<file path="src/rtl/sqv_pkg.sv">
package sqv_pkg;

    // Quarter-wave sine coefficients, Q30: c1, c3, c5, c7, c9.
    localparam logic [30:0] COEF_C1 = 31'd1686629713;
    localparam logic [30:0] COEF_C3 = 31'd693598668;
    localparam logic [30:0] COEF_C5 = 31'd85569306;
    localparam logic [30:0] COEF_C7 = 31'd5026995;
    localparam logic [30:0] COEF_C9 = 31'd172272;

    // Horner steps in the order they are applied.
    localparam logic [30:0] HORNER_COEF [4] = '{COEF_C7, COEF_C5, COEF_C3, COEF_C1};

    localparam logic [16:0] PIVOT_ONE = 17'h10000;
    localparam logic [1:0]  CORNER_TR = 2'd3;

    // Sprite after the first stage: pivot offsets computed.
    typedef struct packed {
        logic signed [23:0] cx;
        logic signed [23:0] cy;
        logic [23:0]        w;
        logic [23:0]        h;
        logic [23:0]        ox;
        logic [23:0]        oy;
        logic [16:0]        depth;
        logic [31:0]        ttl;
        logic [31:0]        tbr;
        logic [31:0]        col;
    } s1_t;

    // Sprite with corner offsets relative to the pivot.
    typedef struct packed {
        logic signed [23:0] cx;
        logic signed [23:0] cy;
        logic signed [24:0] xl;
        logic signed [24:0] xr;
        logic signed [24:0] yt;
        logic signed [24:0] yb;
        logic [16:0]        depth;
        logic [31:0]        ttl;
        logic [31:0]        tbr;
        logic [31:0]        col;
    } spr_t;

    // Per-vertex fields that ride along with the rotation.
    typedef struct packed {
        logic [16:0] depth;
        logic [15:0] u;
        logic [15:0] v;
        logic [31:0] col;
        logic [1:0]  corner;
        logic        last;
    } side_t;

endpackage

</file>
<file path="src/rtl/sqv_rotate.sv">
module sqv_rotate #(
    parameter int TRIG_BITS = 16
) (
    input  logic                        clk,
    input  logic                        rst_n,
    input  logic                        vin_valid,
    output logic                        vin_ready,
    input  logic signed [24:0]          dx,
    input  logic signed [24:0]          dy,
    input  logic signed [TRIG_BITS-1:0] sin_v,
    input  logic signed [TRIG_BITS-1:0] cos_v,
    input  logic signed [23:0]          cx,
    input  logic signed [23:0]          cy,
    input  sqv_pkg::side_t              side,
    output logic                        out_valid,
    input  logic                        out_ready,
    output logic signed [23:0]          vert_x,
    output logic signed [23:0]          vert_y,
    output sqv_pkg::side_t              side_out
);

    localparam int F  = TRIG_BITS - 2;
    localparam int PW = 25 + TRIG_BITS;
    localparam logic signed [PW:0] RND  = (PW+1)'(1) <<< (F - 1);
    localparam logic signed [PW:0] MAXV = (PW+1)'(8388607);
    localparam logic signed [PW:0] MINV = -(PW+1)'(8388608);

    logic en;
    logic r1_v_reg;
    logic ov_reg;
    logic signed [PW-1:0] xc_reg, ys_reg, xs_reg, yc_reg;
    logic signed [23:0] cx_reg, cy_reg;
    sqv_pkg::side_t side_reg;

    logic signed [PW:0] sx, sy, rx, ry, tx, ty;
    logic signed [23:0] vx_next, vy_next;
    logic signed [23:0] vx_reg, vy_reg;
    sqv_pkg::side_t sideo_reg;

    assign en        = !ov_reg || out_ready;
    assign vin_ready = en;

    always_comb
    begin
        sx = (PW+1)'(xc_reg) - (PW+1)'(ys_reg);
        sy = (PW+1)'(xs_reg) + (PW+1)'(yc_reg);
        rx = (sx + RND) >>> F;
        ry = (sy + RND) >>> F;
        tx = rx + (PW+1)'(cx_reg);
        ty = ry + (PW+1)'(cy_reg);
        if (tx > MAXV)
            vx_next = 24'sh7FFFFF;
        else if (tx < MINV)
            vx_next = 24'sh800000;
        else
            vx_next = tx[23:0];
        if (ty > MAXV)
            vy_next = 24'sh7FFFFF;
        else if (ty < MINV)
            vy_next = 24'sh800000;
        else
            vy_next = ty[23:0];
    end

    always_ff @(posedge clk or negedge rst_n)
    begin
        if (!rst_n)
        begin
            r1_v_reg <= 1'b0;
            ov_reg   <= 1'b0;
        end
        else if (en)
        begin
            r1_v_reg <= vin_valid;
            ov_reg   <= r1_v_reg;
        end
    end

    always_ff @(posedge clk)
    begin
        if (en)
        begin
            xc_reg    <= PW'(dx) * PW'(cos_v);
            ys_reg    <= PW'(dy) * PW'(sin_v);
            xs_reg    <= PW'(dx) * PW'(sin_v);
            yc_reg    <= PW'(dy) * PW'(cos_v);
            cx_reg    <= cx;
            cy_reg    <= cy;
            side_reg  <= side;
            vx_reg    <= vx_next;
            vy_reg    <= vy_next;
            sideo_reg <= side_reg;
        end
    end

    assign out_valid = ov_reg;
    assign vert_x    = vx_reg;
    assign vert_y    = vy_reg;
    assign side_out  = sideo_reg;

endmodule

</file>
<file path="config.mk">
export PLATFORM = sky130hd
export DESIGN_NAME = sqv_rotate
export DESIGN_NICKNAME = d
export VERILOG_FILES = /design/src/rtl/sqv_pkg.sv /design/src/rtl/sqv_rotate.sv
export SDC_FILE = /design/constraint.sdc
export NUM_CORES = 2
export LEC_CHECK = 0
export BUFFER_PORTS_ARGS = -buffer_cell sky130_fd_sc_hd__buf_4
export CORE_ASPECT_RATIO = 1.1
export CORE_UTILIZATION = 60
export CTS_CLUSTER_DIAMETER = 150
export DETAILED_ROUTE_END_ITERATION = 7
export GPL_ROUTABILITY_DRIVEN = 0
export PLACE_DENSITY = 0.76
export SLEW_MARGIN = 30
export SYNTH_ARGS = -nofsm -noshare
export SYNTH_HDL_FRONTEND = slang
export SYNTH_SLANG_ARGS = --single-unit
</file>
<file path="constraint.sdc">
create_clock -name clk -period 19.1 [get_ports clk]
set_clock_uncertainty 0.2 [all_clocks]
set_input_delay 3.82 -clock clk [delete_from_list [all_inputs] [get_ports clk]]
set_output_delay 3.82 -clock clk [all_outputs]
set_load 0.02 [all_outputs]
</file>
### Word-level counts from Yosys, hierarchy flattened

Index checks and enable logic that the tools add are counted.

* memory bits (writable): 0
* bits in latches: 0
* output and inout bits: 134
* bits in read-only memories: 0
* register bits: 430
* memories: 0

* shift-type cells: 0
* equality and inequality tests: 0
* divide/modulo/power cells: 0
* multiply operators: 4
* reduce and logical (&&, ||, !) cells: 2
* order comparisons: 4
* bitwise logic cells: 0
* add/sub/neg operators: 6
* muxes and demuxes: 2

Operators by type and width (count)
* $mul 25x16->41: 4
* $add 42x15->42 const B: 2
* $add 28x24->29: 2
* $gt 29x24->1 const B: 2
* $lt 29x24->1 const B: 2
* $mux 24: 2
* $add 41x41->42: 1
* $sub 41x41->42: 1
* $logic_not 1->1: 1
* $logic_or 1x1->1: 1

### Depth between registers and ports, before layout

* depth after elaboration: 5
* depth in mapped cells: 28
* depth with buffers taken out: 27

### Least setup slack after synthesis

Ideal clock, no wire load.

* path type: in2out
* start point: input out_ready
* end point: output vin_ready
* path slack: 0.874 ns
* arrival: 14.206 ns
* data required time: 15.080 ns
* cell stages on the path: 1
* cell sequence: nand2b_1

* longest elaborated chain between the ends: 1

Ends and longest elaborated chain
* start, declared: RTL line sqv_rotate.sv:16 `input logic out_ready,`
* $logic_or 1x1->1: RTL line sqv_rotate.sv:40 `assign en = !ov_reg || out_ready;`
* end, declared: RTL line sqv_rotate.sv:7 `output logic vin_ready,`

Every way passes these cells.

### Worst setup path after layout

* start point: input sin_v[4]
* end point: register xs_reg[35], data pin

* longest elaborated chain between the ends: 1

Ends and longest elaborated chain
* start, declared: RTL line sqv_rotate.sv:10 `input logic signed [TRIG_BITS-1:0] sin_v,`
* $mul 25x16->41: RTL line sqv_rotate.sv:85 `xs_reg <= PW'(dx) * PW'(sin_v);`
* end signal, assigned: RTL line sqv_rotate.sv:85
* end, declared: RTL line sqv_rotate.sv:31 `logic signed [PW-1:0] xc_reg, ys_reg, xs_reg, yc_reg;`

Every way passes these cells.
A chain may end at the register's enable or synchronous reset.

==> results.txt <==
----------------------------------------------------
[Worst setup path]
  Source of the worst register-to-register timing path ... xs_reg[3]$_DFFE_PP_
  Worst setup startpoint ... sin_v[4]
  Kind of end point of the critical path ... flop
  Crit Path Class ... in2reg
  Required @ worst endpoint ... 19.30 ns
  Highest net fanout along the worst path ... 39
  Startpoint type of the worst setup path ... input port
  CP arrival ... 11.18 ns

[Timing]
  Portion of the clock cycle consumed by the worst path in the final layout ... 0.575
  Post-Route Hold Slack ... about 0.22 ns
  Smallest setup slack after layout ... just over 8 ns
  Final critical-path required period ... 10.99 ns
  Final setup violating endpoints ... 0
  Endpoints failing hold ... 0
  Maximum operating frequency ... 91.0 MHz
  Worst-Margin Slew ... 0.960 ns
  Fin Setup TNS ... 0 ns
  Total count of max-transition violations in the final report ... 0
  Unrepaired setup endpoints after global routing ... false
  Headroom to the max-slew limit ... 0.360

[Min path]
  Hold_sp ... side_reg[19]$_DFFE_PP_
  Class of the tightest hold or removal check ... reg2reg

[Placed design]
  HPWL after detailed placement ... 139000 um
  Number of buffers added on ports ... 351
  Worst setup slack after placement ... 7.58 ns

[Floorplan]
  Area enclosed by the die boundary ... 0.130 sq mm
  I/O pin count ... around 350
  Die width ... between 300 and 400 um
  FP Rows ... ~140
  Die height ... 378 um
  Starting utilization of the core area ... 0.607
  Area of the core ... 0.127 sq mm

[Job]
  Max-cap violations ... 0

[Final layout]
  Synthesis-to-layout area growth ... 6.91%
  Most common cell after layout, fill and taps aside ... inv_1
  Count of fill cells added during filler insertion ... 10100
  Sequential cell area in the final layout ... 0.0129 sq mm
  Top library cells by usage in the layout, fill and taps aside ... inv_1, fa_1, nand2_1, ha_1, and2_1
  Fraction of layout cells with a size suffix above 1 ... 0.0666
  Multi-input gate area ... 0.0557 sq mm
  Post-layout net count ... 10400

[Global route]
  GR Util All Layers ... 0.294
  Remaining global-route overflow ... 0
  Number of global-route vias before repair ... just under 60000
  Initial antenna violation count ... 4
  Wire length of the first global-routing pass ... 299000 um
  Pin count of the biggest net entering global routing ... 72

[Detailed routing]
  Detailed-routing iteration count for the pre-antenna-repair pass ... 6
  Via-per-instance ratio ... 5.60
  Total via count in the routed design ... between 50000 and 60000
  Drt initial violations ... 3601
  Count of antenna-violating nets left after detailed routing ... 0
  Wire length after detailed routing ... 183000 um
  Mean routed wirelength per cell ... 18.9 um
  DRC violations left ... 0

[Clock tree]
  Clock-pin slew of the registers on the worst-case setup and hold paths ... 0.06 ns
  Hold-fix buffers at CTS ... 0
  Clock latency on the worst-skew pair ... about 0.66 ns
  Root buffer cell ... clkbuf_16
  Gates resized, CTS repair ... 0
  Setup Buffers After CTS ... 0
  Clock tree from TritonCTS ... done
  Clock tree sinks ... 430
  Largest buffer count on any clock path ... 3
  Count of H-tree levels built during CTS ... 2
  Number of CTS-inserted buffers ... 50

[Yosys]
  Compound-cell area share of the yosys netlist ... 0.0611
  Share of flip-flops with an asynchronous set or reset ... 0.00465
  XOR/XNOR Fraction of Synth Area ... 0.0302
  Dominant register cell in the synthesized netlist ... edfxtp_1
  Synthesis-stage register bit count ... 430
  Proportion of synthesized area in mux cells ... 0.000406
  Share of synthesized cell area in and, or, nand and nor gates ... 0.128
  Portion of the post-synthesis area used by sequential elements ... 0.167
  Synth warn ... 0
  Post-synth EDFFs ... 428
  Adder and majority cell fraction of the synthesized area ... 0.503
  Main combinational cell family by area after synthesis ... adder cells
  Number of instances in the synthesized netlist ... 7885
  Mean post-synth cell area ... 9.77 sq um
  Syn_nets ... 10300
  Post-synth cell types ... 94
  Netlist area before placement ... 0.0771 sq mm

[Outcome]
  Status ... finished, final reports clean

----------------------------------------------------
## through the flow
step | cells | area, sq um | util
final | 9677 | 82400 | 0.649
after global placement | 9580 | 80500 | 0.634
after floorplan | 7885 | 77100 | -
after global routing | 9676 | 82400 | 0.649
after CTS | 9674 | 82400 | 0.648
after detailed placement | 9580 | 80500 | 0.634
## synth_stat cells, types with 22 or more instances
cell / number / area [sq um]
a21oi_1: 201 / 1010
nor2_1: 195 / 732
nor3_1: 39 / 195
nand3_1: 36 / 180
o21ai_0: 99 / 495
xor2_1: 82 / 718
o21ai_2: 38 / 333
o211ai_1: 22 / 165
o21a_1: 27 / 203
nand2b_1: 66 / 413
xnor2_1: 184 / 1610
and2_1: 526 / 3290
ha_1: 614 / 7680
a211oi_1: 27 / 203
clkbuf_1: 319 / 1200
edfxtp_1: 428 / 12900
a21o_1: 104 / 781
and3_1: 26 / 163
nor2b_1: 35 / 219
fa_1: 1554 / 31100
inv_1: 1895 / 7110
o21bai_1: 27 / 203
nand2_1: 1103 / 4140
## metal layers
| metal | share of wire | track usage | vias up |
|---|---|---|---|
| met2 | 0.49 | 0.492 | 2199 |
| met3 | 0.077 | 0.0430 | 471 |
| met5 | 0.00022 | 0 | - |
| met1 | 0.38 | 0.379 | 27600 |
| met4 | 0.051 | 0.129 | 6 |
| li1 | - | - | 23900 |
## area by class of cell
class,count,area share
multi-input combinational,5223,0.676
sequential,430,0.157
inverter,1897,0.0864
timing repair buffer,363,0.0332
tap,1668,0.0253
clock buffer,62,0.0165
clock inverter,32,0.00554
antenna,2,0.0000608
## worst max-delay path: stages
cell and delay, ns:
buf_4 0.19, buf_4 0.50, nand2_1 0.16, fa_1 0.56, inv_1 0.06, fa_1 0.51, inv_1 0.06, fa_1 0.50
inv_1 0.06, fa_1 0.53, inv_1 0.05, fa_1 0.48, inv_1 0.05, fa_1 0.43, ha_1 0.38, nand4_1 0.16
nor3_1 0.22, nand4_1 0.23, a21oi_1 0.24, a211oi_1 0.12, o31ai_1 0.62, a41oi_1 0.30, a211oi_1 0.41, a21oi_1 0.14
xnor2_1 0.39
## worst paths after layout
path / depth (start not counted) / end / slack, ns
setup / recovery: 25 / xs_reg[35]$_DFFE_PP_ / 8.11
hold reg to reg: 0 / side_out[19]$_DFFE_PP_ / 0.22
setup reg to reg: 25 / vert_y[2]$_SDFFCE_PN1P_ / 11.63
min in group asynchronous: 1 / r1_v_reg$_DFFE_PN0P_ / 2.73
max in group asynchronous: 1 / out_valid$_DFFE_PN0P_ / 15.89
hold / removal: 0 / side_out[19]$_DFFE_PP_ / 0.22
## kinds of logic after synthesis
kind of cell,Yosys count
buffers and inverters,2232
AND/OR/NAND/NOR,2098
adder cells (fa/ha/maj),2168
flip-flops,430
AO/OA/AOI/OAI,688
multiplexers,3
XOR/XNOR,266
Power is left out: the tool's default activity adds up to more than one toggle a clock period on the data nets, which glitch-free logic cannot reach.
